[src/hdl/sbr_pkg.sv]
// Shared constants and helpers for the 64-bit scale-by-ratio unit.
// No dependencies; every other file of the block refers to this package.
package sbr_pkg;

  // Default operand width of the datapath
  localparam int WORD_WIDTH_DEF = 64;

  // Round a bit count up to whole bytes for stream payloads
  function automatic int byte_pad(input int bits);
    return ((bits + 7) / 8) * 8;
  endfunction

endpackage

[src/hdl/scale_u64_by_ratio_unit.sv]
// Top level: floor(value * numerator / denominator) with saturation on overflow.
// Depends on sbr_pkg, sbr_mul and sbr_div.
//
//  channel   direction  tdata (low bit up)                      tuser
//  s_axis    in         value, numerator, denominator, zero pad  -
//  m_axis    out        quotient, zero pad                       overflow
//
// Each item runs through the serial multiplier, the overflow compare and the serial
// divider in turn; a saturated item skips the divider. One item is in work at a
// time. The result waits in an output register, so a stalled m_axis only holds the
// unit once the next item is finished. Reset clears the sequencer and the output
// register; the serial datapath registers are not reset.
module scale_u64_by_ratio_unit #(
  parameter int WORD_WIDTH = sbr_pkg::WORD_WIDTH_DEF
) (
  input  logic                                       clk_i,
  input  logic                                       rst_ni,
  // value, numerator, denominator from the lowest bit up
  input  logic [sbr_pkg::byte_pad(3*WORD_WIDTH)-1:0] s_axis_tdata,
  input  logic                                       s_axis_tvalid,
  output logic                                       s_axis_tready,
  // quotient from the lowest bit up
  output logic [sbr_pkg::byte_pad(WORD_WIDTH)-1:0]   m_axis_tdata,
  // overflow
  output logic                                       m_axis_tuser,
  output logic                                       m_axis_tvalid,
  input  logic                                       m_axis_tready
);

  localparam int OUT_TDATA_W = sbr_pkg::byte_pad(WORD_WIDTH);

  typedef enum logic [2:0] {
    ST_IDLE,
    ST_MUL,
    ST_CHK,
    ST_DIV,
    ST_OUT
  } state_e;

  state_e                state_q;
  logic [WORD_WIDTH-1:0] den_q;
  logic                  ovf_q;
  logic                  m_valid_q;
  logic                  m_ovf_q;
  logic [WORD_WIDTH-1:0] m_quot_q;

  logic                  s_accept;
  logic                  out_load;
  logic                  mul_busy, mul_done;
  logic [WORD_WIDTH-1:0] prod_hi, prod_lo;
  logic                  div_start, div_busy, div_done;
  logic [WORD_WIDTH-1:0] div_quot;
  logic                  sat;

  assign s_accept  = s_axis_tvalid && s_axis_tready;
  // Load the result register when it is empty or being emptied this cycle
  assign out_load  = (state_q == ST_OUT) && (!m_valid_q || m_axis_tready);
  // High product word at or above the divisor means the quotient does not fit
  assign sat       = (prod_hi >= den_q);
  assign div_start = (state_q == ST_CHK) && !sat;

  sbr_mul #(
    .WORD_WIDTH(WORD_WIDTH)
  ) u_mul (
    .clk_i     (clk_i),
    .rst_ni    (rst_ni),
    .start_i   (s_accept),
    .mcand_i   (s_axis_tdata[WORD_WIDTH-1:0]),
    .mplier_i  (s_axis_tdata[2*WORD_WIDTH-1:WORD_WIDTH]),
    .busy_o    (mul_busy),
    .done_o    (mul_done),
    .prod_hi_o (prod_hi),
    .prod_lo_o (prod_lo)
  );

  sbr_div #(
    .WORD_WIDTH(WORD_WIDTH)
  ) u_div (
    .clk_i   (clk_i),
    .rst_ni  (rst_ni),
    .start_i (div_start),
    .top_i   (prod_hi),
    .low_i   (prod_lo),
    .den_i   (den_q),
    .busy_o  (div_busy),
    .done_o  (div_done),
    .quot_o  (div_quot)
  );

  // Sequence one item through multiply, check and divide; hold the result register
  always_ff @(posedge clk_i or negedge rst_ni) begin
    if (!rst_ni) begin
      state_q   <= ST_IDLE;
      den_q     <= '0;
      ovf_q     <= 1'b0;
      m_valid_q <= 1'b0;
      m_ovf_q   <= 1'b0;
      m_quot_q  <= '0;
    end else begin
      // Drop the result once its transaction completes and nothing replaces it
      if (m_valid_q && m_axis_tready && !out_load) begin
        m_valid_q <= 1'b0;
      end
      case (state_q)
        ST_IDLE: begin
          if (s_accept) begin
            den_q   <= s_axis_tdata[3*WORD_WIDTH-1:2*WORD_WIDTH];
            state_q <= ST_MUL;
          end
        end
        ST_MUL: begin
          if (mul_done) begin
            state_q <= ST_CHK;
          end
        end
        ST_CHK: begin
          ovf_q   <= sat;
          state_q <= sat ? ST_OUT : ST_DIV;
        end
        ST_DIV: begin
          if (div_done) begin
            state_q <= ST_OUT;
          end
        end
        ST_OUT: begin
          if (out_load) begin
            m_valid_q <= 1'b1;
            m_ovf_q   <= ovf_q;
            m_quot_q  <= ovf_q ? '1 : div_quot;
            state_q   <= ST_IDLE;
          end
        end
        default: begin
          state_q <= ST_IDLE;
        end
      endcase
    end
  end

  assign s_axis_tready = (state_q == ST_IDLE);
  assign m_axis_tvalid = m_valid_q;
  assign m_axis_tuser  = m_ovf_q;
  assign m_axis_tdata  = OUT_TDATA_W'(m_quot_q);

  // Multiplier and divider never run together
  assert property (@(posedge clk_i) disable iff (!rst_ni) !(mul_busy && div_busy))
    else $error("multiplier and divider busy at once");

  // The unit takes an item only with both serial units at rest
  assert property (@(posedge clk_i) disable iff (!rst_ni)
    s_axis_tready |-> !mul_busy && !div_busy)
    else $error("input taken while an item is in work");

  // A saturated result carries an all-ones quotient
  assert property (@(posedge clk_i) disable iff (!rst_ni)
    m_axis_tvalid && m_axis_tuser |-> m_axis_tdata[WORD_WIDTH-1:0] == '1)
    else $error("overflow flagged without saturated quotient");

  // The divider starts only after the overflow check found the quotient in range
  assert property (@(posedge clk_i) disable iff (!rst_ni)
    $rose(div_busy) |-> $past(state_q) == ST_CHK && !ovf_q)
    else $error("divider started outside the check step");

endmodule

[src/hdl/sbr_mul.sv]
// Bit-serial shift-and-add multiplier, one multiplier bit per cycle.
// Depends on sbr_pkg for the default operand width.
module sbr_mul #(
  parameter int WORD_WIDTH = sbr_pkg::WORD_WIDTH_DEF
) (
  input  logic                  clk_i,
  input  logic                  rst_ni,
  input  logic                  start_i,
  input  logic [WORD_WIDTH-1:0] mcand_i,
  input  logic [WORD_WIDTH-1:0] mplier_i,
  output logic                  busy_o,
  output logic                  done_o,
  output logic [WORD_WIDTH-1:0] prod_hi_o,
  output logic [WORD_WIDTH-1:0] prod_lo_o
);

  localparam int CNT_W = $clog2(WORD_WIDTH);

  logic                  busy_q;
  logic [CNT_W-1:0]      cnt_q;
  logic [WORD_WIDTH-1:0] mcand_q;
  logic [WORD_WIDTH-1:0] hi_q, hi_d;
  logic [WORD_WIDTH-1:0] lo_q, lo_d;
  logic [WORD_WIDTH:0]   sum;

  // Add the multiplicand when the current multiplier bit is set, then shift right
  always_comb begin
    sum  = {1'b0, hi_q} + (lo_q[0] ? {1'b0, mcand_q} : '0);
    hi_d = sum[WORD_WIDTH:1];
    lo_d = {sum[0], lo_q[WORD_WIDTH-1:1]};
  end

  // Step counter and busy flag
  always_ff @(posedge clk_i or negedge rst_ni) begin
    if (!rst_ni) begin
      busy_q <= 1'b0;
      cnt_q  <= '0;
    end else if (start_i) begin
      busy_q <= 1'b1;
      cnt_q  <= CNT_W'(WORD_WIDTH - 1);
    end else if (busy_q) begin
      if (cnt_q == '0) begin
        busy_q <= 1'b0;
      end else begin
        cnt_q <= cnt_q - CNT_W'(1);
      end
    end
  end

  // Product shift register; the multiplier occupies the low half at start
  always_ff @(posedge clk_i) begin
    if (start_i) begin
      mcand_q <= mcand_i;
      hi_q    <= '0;
      lo_q    <= mplier_i;
    end else if (busy_q) begin
      hi_q <= hi_d;
      lo_q <= lo_d;
    end
  end

  assign busy_o    = busy_q;
  assign done_o    = busy_q && (cnt_q == '0);
  assign prod_hi_o = hi_q;
  assign prod_lo_o = lo_q;

endmodule

[src/hdl/sbr_div.sv]
// Bit-serial restoring divider of a double-width dividend, one quotient bit per cycle.
// Depends on sbr_pkg for the default operand width.
module sbr_div #(
  parameter int WORD_WIDTH = sbr_pkg::WORD_WIDTH_DEF
) (
  input  logic                  clk_i,
  input  logic                  rst_ni,
  input  logic                  start_i,
  input  logic [WORD_WIDTH-1:0] top_i,
  input  logic [WORD_WIDTH-1:0] low_i,
  input  logic [WORD_WIDTH-1:0] den_i,
  output logic                  busy_o,
  output logic                  done_o,
  output logic [WORD_WIDTH-1:0] quot_o
);

  localparam int CNT_W = $clog2(WORD_WIDTH);

  logic                  busy_q;
  logic [CNT_W-1:0]      cnt_q;
  logic [WORD_WIDTH-1:0] den_q;
  logic [WORD_WIDTH-1:0] rem_q, rem_d;
  logic [WORD_WIDTH-1:0] lo_q, lo_d;
  logic [WORD_WIDTH:0]   shifted;
  logic [WORD_WIDTH+1:0] diff;
  logic                  ge;

  // Shift the next dividend bit into the remainder, trial-subtract the divisor
  always_comb begin
    shifted = {rem_q, lo_q[WORD_WIDTH-1]};
    diff    = {1'b0, shifted} - {2'b00, den_q};
    ge      = !diff[WORD_WIDTH+1];
    rem_d   = ge ? diff[WORD_WIDTH-1:0] : shifted[WORD_WIDTH-1:0];
    lo_d    = {lo_q[WORD_WIDTH-2:0], ge};
  end

  // Step counter and busy flag
  always_ff @(posedge clk_i or negedge rst_ni) begin
    if (!rst_ni) begin
      busy_q <= 1'b0;
      cnt_q  <= '0;
    end else if (start_i) begin
      busy_q <= 1'b1;
      cnt_q  <= CNT_W'(WORD_WIDTH - 1);
    end else if (busy_q) begin
      if (cnt_q == '0) begin
        busy_q <= 1'b0;
      end else begin
        cnt_q <= cnt_q - CNT_W'(1);
      end
    end
  end

  // Remainder and dividend/quotient shift registers
  always_ff @(posedge clk_i) begin
    if (start_i) begin
      den_q <= den_i;
      rem_q <= top_i;
      lo_q  <= low_i;
    end else if (busy_q) begin
      rem_q <= rem_d;
      lo_q  <= lo_d;
    end
  end

  assign busy_o = busy_q;
  assign done_o = busy_q && (cnt_q == '0);
  assign quot_o = lo_q;

endmodule
[config.mk]
export PLATFORM = sky130hd
export DESIGN_NAME = scale_u64_by_ratio_unit
export DESIGN_NICKNAME = d
export VERILOG_FILES = /design/src/hdl/sbr_pkg.sv /design/src/hdl/scale_u64_by_ratio_unit.sv /design/src/hdl/sbr_mul.sv /design/src/hdl/sbr_div.sv
export SDC_FILE = /design/constraint.sdc
export NUM_CORES = 1
export LEC_CHECK = 0
export ABC_AREA = 1
export BUFFER_PORTS_ARGS = -buffer_cell sky130_fd_sc_hd__buf_2
export CAP_MARGIN = 20
export CORE_ASPECT_RATIO = 2
export CORE_UTILIZATION = 50
export CTS_BUF_LIST = sky130_fd_sc_hd__clkbuf_8
export DETAILED_ROUTE_END_ITERATION = 10
export PLACE_DENSITY_LB_ADDON = 0.2
export SETUP_SLACK_MARGIN = 0.4
export SLEW_MARGIN = 20
export SYNTH_ARGS = -nofsm -noshare
export SYNTH_HDL_FRONTEND = slang
export SYNTH_SLANG_ARGS = --single-unit
[constraint.sdc]
create_clock -name clk_i -period 5.5 [get_ports clk_i]
set_clock_uncertainty 0.1 [all_clocks]
set_input_delay 0.275 -clock clk_i [delete_from_list [all_inputs] [get_ports clk_i]]
set_output_delay 0.275 -clock clk_i [all_outputs]
set_load 0.05 [all_outputs]
# Word level (Yosys, flattened, before mapping)
# Cells that the tools add are included.
# op_classes
shifts	0
bitwise	0
addsub	4
mux	30
n_div	0
eq_ne	10
n_reduce_logical	22
n_mul	0
order_cmp	1
# op_table
cell	n
$mux W64	9
$sub A65 B64 Y66	1
$add A64 B65 Y65	1
$ge A64 B64 Y1	1
$mux W6	6
$mux W3	5
$pmux W3 S5	1
$logic_not A6 Y1	2
$sub A6 B1 Y6 const B	2
$ne A2 B2 Y1 const B	5
$mux W1	9
$reduce_and A2 Y1	4
$logic_and A1 B1 Y1	7
$eq A3 B2 Y1 const B	2
$logic_not A1 Y1	4
$reduce_and A4 Y1	1
$reduce_bool A2 Y1	2
$eq A3 B1 Y1 const B	1
$eq A3 B3 Y1 const B	1
$logic_not A3 Y1	1
$ne A2 B1 Y1 const B	1
$logic_or A1 B1 Y1	1
# totals
mem_bits_ro	0
ramBits	0
latchBits	0
n_memories	0
register_bits	532

# Depth between registers and ports, before layout
# logic_depth
ltp_word	8
ltp_mapped	21
depth_no_buf	19

# Cells and area by module
# From an unflattened synthesis, not the netlist that was laid out.
# hier_totals
hier_cells	5109
area_unflattened_um2	35377.7
# by_module_without_submodules
mod	area_each_um2	cells_per_inst	seq_area_each_um2	instances
sbr_div	14889.3	2219	5940.7	1
sbr_mul	13628.1	2081	5300.1	1
scale_u64_by_ratio_unit	6860.3	809	3353.2	1

# Worst setup path before layout
# Ideal clock, no wire load.
# synth_timing
path_kind	register to register
start	reg den_q[37]
end	reg u_div.lo_q[0] (netlist: u_div.quot_o[0]) (enable)
slack_ps	623
arrival_time_ps	4286
n_path_buf	1
setup_ps	492
path_stages_with_launch	13
path_cell_list	dfrtp_1 > inv_1 > ha_1 > a21oi_1 > nor2_1 > nor2_1 > nand3_1 > nand2_1 > nand2_1 > a21oi_2 > nand3_1 > buf_2 > nand2_1
# synth_between
elab_chain_len	4
# synth_lines
item	line	rtl
start: declaration	scale_u64_by_ratio_unit.sv:41	logic [WORD_WIDTH-1:0] den_q;
start signal: assignment	scale_u64_by_ratio_unit.sv:107	den_q <= s_axis_tdata[3*WORD_WIDTH-1:2*WORD_WIDTH];
$ge A64 B64 Y1	scale_u64_by_ratio_unit.sv:59	assign sat = (prod_hi >= den_q);
$logic_not A1 Y1	scale_u64_by_ratio_unit.sv:60	assign div_start = (state_q == ST_CHK) && !sat;
$logic_and A1 B1 Y1	scale_u64_by_ratio_unit.sv:60	
$reduce_bool A2 Y1 (no source line)	--	
end signal: assignment	sbr_div.sv:59	lo_q <= low_i;
end signal: assignment	sbr_div.sv:62	lo_q <= lo_d;
end: declaration	sbr_div.sv:23	logic [WORD_WIDTH-1:0] lo_q, lo_d;
# Every way passes these cells.
# A chain may end at the register's enable or synchronous reset.

# Worst setup path after layout
# layout_timing
start	reg u_div.rem_q[7]
end	reg u_div.rem_q[45] (data pin)
# layout_between
elab_chain_len	4
# layout_lines
item	line	rtl
start: declaration	sbr_div.sv:22	logic [WORD_WIDTH-1:0] rem_q, rem_d;
start signal: assignment	sbr_div.sv:58	rem_q <= top_i;
start signal: assignment	sbr_div.sv:61	rem_q <= rem_d;
$sub A65 B64 Y66	sbr_div.sv:31	diff = {1'b0, shifted} - {2'b00, den_q};
$mux W64	sbr_div.sv:33	rem_d = ge ? diff[WORD_WIDTH-1:0] : shifted[WORD_WIDTH-1:0];
$mux W64	sbr_div.sv:60	end else if (busy_q) begin
$mux W64	sbr_div.sv:56	if (start_i) begin
# Every way passes these cells. The select of a mux whose other input is x is not followed.

==> results.toml <==
[worst_setup_path]
slowest_stage = "nand2_4"
cp.required_ns = 5.85
r2r_start = "u_div.rem_q[7]$_DFFE_PP_"
path_class = "reg -> reg"
r2r-end = "u_div.rem_q[45]$_DFFE_PP_"
cpPeakStageDelay_ns = 0.76
r2r_cells = 14
cp-end-kind = "register"
path_cells = "ha_1 -> nand2_2 -> nor2_2 -> nand3_1 -> nand3_2 -> nand2_2 -> nand2_4 -> nand2_4 -> nand2_4 -> nand2_4 -> nand2_4 -> nand3_2 -> nand3_1 -> nand2_1"
crit_path_frequent_cell = "nand2_4"
worstPathArrival_ns = 3.97
reg2reg_slack_ns = 1.89
cp_num_buf_inv = 0
worstPathMaxFanout = 65
cp-start-kind = "register"
crit_family = "simple AND/OR/NAND/NOR gates"

[logic_synthesis]
syn_area_um2 = 34800
synthDistinctLibCells = 46
synth_cells = 4777
synth.avg_cell_area_um2 = 7.28
yosys-top-cells-area = "edfxtp_1, nand2_1, dfrtp_1"
yosysTopAreaCellShare_pct = 27.6
yosysWarnings = 0
synth_nets = 5171
synth_seq_area_share_pct = 42.0
synth-seq-cells = 532
synth.largest_area_cell = "edfxtp_1"

[clocking]
cts_setup_buffers = 0
cts_resized = 0
htree_num_levels = 3
clockBufferDepth = 3
path_clk_slew_ns = 0.08
postCtsHoldBufs = 196
numClockSinks = 532
numCtsBuffers = 79
cts_tree = "yes"
insertion_delay_ns = 0.76
cts_root_buffer = "clkbuf_8"

[layout]
drive_gt1_share_pct = 9.48
area_delta_synth_final_pct = 16.5
mostFrequentLayoutCells = "nand2_1, inv_1, edfxtp_1, nor2_1, buf_2"
layout.nets = 5626
regArea_um2 = 14600
layout_commonest_cell = "nand2_1"
fill_cells = 6582
multi_input_area_um2 = 15900

[run]
cap_violations = 0

[global_route]
grt_pass1_vias = 33700
grt_antenna_before_repair = 2
grt_max_degree = 126
gr-total-overflow = 0
track_usage_pct = 35.1
grt_first_pass_wirelength_um = 187000

[timing]
tightestPinTransition_ns = 1.17
rsz0062_at_grt = "false"
fin_crit_sh_pct = 65.7
hold_viol = 0
drv_slew = 0
setup_viol = 0
slew_headroom_pct = 22.0
tns_ns = 0
period_minus_slack_ns = 3.61
fmax_mhz = 277

[die]
rows = 136
ioPinCount = 263
die_area_um2 = 70600
die_w_um = 188
initial_core_util_pct = 50.6
core_area_um2 = 68700
die_height_um = 375

[power_and_ir_drop]
powerDensity_nw_per_um2 = 613
power.leakage_nw = 21.4
vdd_ir_drop_max_mv = 0.429
fin_total_pwr_mw = 24.8

[routing]
routed-via-count = 32600
drt_iter0_drc = 1806
vias_per_cell = 5.26
firstDrtPassIters = 6
drc_errors = 0
wl_per_cell_um = 19.9
wl_um = 123000
drtAntennaViolNets = 0

[min_path]
min_path_type = "in -> async"

[status]
run_status = "finished clean"

[placement]
io_buffers = 262
dp_hpwl_um = 95100
gp_congestion = 1.07
==> area by class of cell <==
type	count	share of cell area, %
multi-input combinational	3152	39.2
sequential	532	36.0
inverter	974	9.05
timing repair buffer	493	8.93
clock buffer	91	3.09
tap	897	2.77
clock inverter	55	0.874
antenna	2	0.0124
==> registers in the layout, indices dropped and copies added (netlist names), 6 cells and up <==
| signal | count |
|---|---|
| u_mul.mcand_q | 64 |
| m_axis_tdata | 64 |
| u_div.rem_q | 64 |
| u_div.quot_o | 64 |
| u_div.den_q | 64 |
| u_mul.cnt_q | 6 |
| u_mul.prod_hi_o | 64 |
| u_div.cnt_q | 6 |
| u_mul.prod_lo_o | 64 |
| den_q | 64 |
==> worst max-delay path by stage <==
stage	cells after the start	end	startpoint
2_1_floorplan	12	u_div.quot_o[0]$_DFFE_PP_	den_q[37]$_DFFE_PN0P_
3_3_place_gp	14	u_div.rem_q[51]$_DFFE_PP_	u_div.rem_q[7]$_DFFE_PP_
3_5_place_dp	14	u_div.rem_q[51]$_DFFE_PP_	u_div.rem_q[7]$_DFFE_PP_
4_1_cts	14	u_div.rem_q[51]$_DFFE_PP_	u_div.rem_q[7]$_DFFE_PP_
5_1_grt	14	u_div.rem_q[47]$_DFFE_PP_	u_div.rem_q[7]$_DFFE_PP_
6_report	14	u_div.rem_q[45]$_DFFE_PP_	u_div.rem_q[7]$_DFFE_PP_
==> cell usage after synthesis (all sizes together) <==
| library cell | number |
|---|---|
| a21o | 2 |
| buf | 72 |
| o2111ai | 1 |
| a21oi | 177 |
| xnor2 | 33 |
| ha | 196 |
| inv | 972 |
| o21bai | 32 |
| o21a | 2 |
| o211ai | 2 |
| or2 | 8 |
| o31ai | 1 |
| dfrtp | 148 |
| fa | 2 |
| clkbuf | 47 |
| a21boi | 3 |
| a211oi | 2 |
| nand3 | 245 |
| a22oi | 63 |
| nor4 | 7 |
| edfxtp | 320 |
| nand3b | 78 |
| nor3 | 34 |
| clkinv | 2 |
| nor4b | 1 |
| dfxtp | 64 |
| nor2 | 287 |
| o221ai | 4 |
| nand2 | 1656 |
| xor2 | 17 |
| and2 | 3 |
| o21ai | 267 |
| nand4 | 29 |
==> metrics by stage <==
step                util [%]  instances  instance area (um2)  worst slack, ns  hold slack, ns
detailed placement      53.7       5852                36900             1.85           0.238
finish                  58.9       6196                40500             1.89         0.00319
floorplan                  -       4777                34800            0.623          -0.121
CTS                     58.9       6194                40500             1.80         0.00172
global route            58.9       6195                40500             1.64          0.0704
global placement        53.7       5852                36900             1.81           0.245
==> metal layers <==
| layer | part of all wire [%] | vias to the layer above | GRT usage, % |
|---|---|---|---|
| met3 | 5.3 | 426 | 5.71 |
| met2 | 51 | 1164 | 62.6 |
| li1 | - | 15900 | - |
| met5 | 0 | - | 0 |
| met1 | 34 | 15100 | 34.7 |
| met4 | 10 | 0 | 31.4 |
==> cell families (layout without fill, tap and decap cells) <==
| logic type | count (synthesis) | after routing | synth area share [%] |
|---|---|---|---|
| XOR/XNOR | 50 | 50 | 1.26 |
| other | 0 | 2 | 0 |
| flip-flops | 532 | 532 | 42.0 |
| buffers and inverters | 1093 | 1613 | 12.5 |
| AND/OR/NAND/NOR | 2348 | 2348 | 28.3 |
| adder cells (fa/ha/maj) | 198 | 198 | 7.17 |
| AO/OA/AOI/OAI | 556 | 556 | 8.85 |
==> report_power, final <==
part	switching, mW	internal [mW]
combinational	9.52	4.37
sequential	1.08	6.49
clock	1.66	1.71
Note: power is estimated with default switching activity, not from simulation.
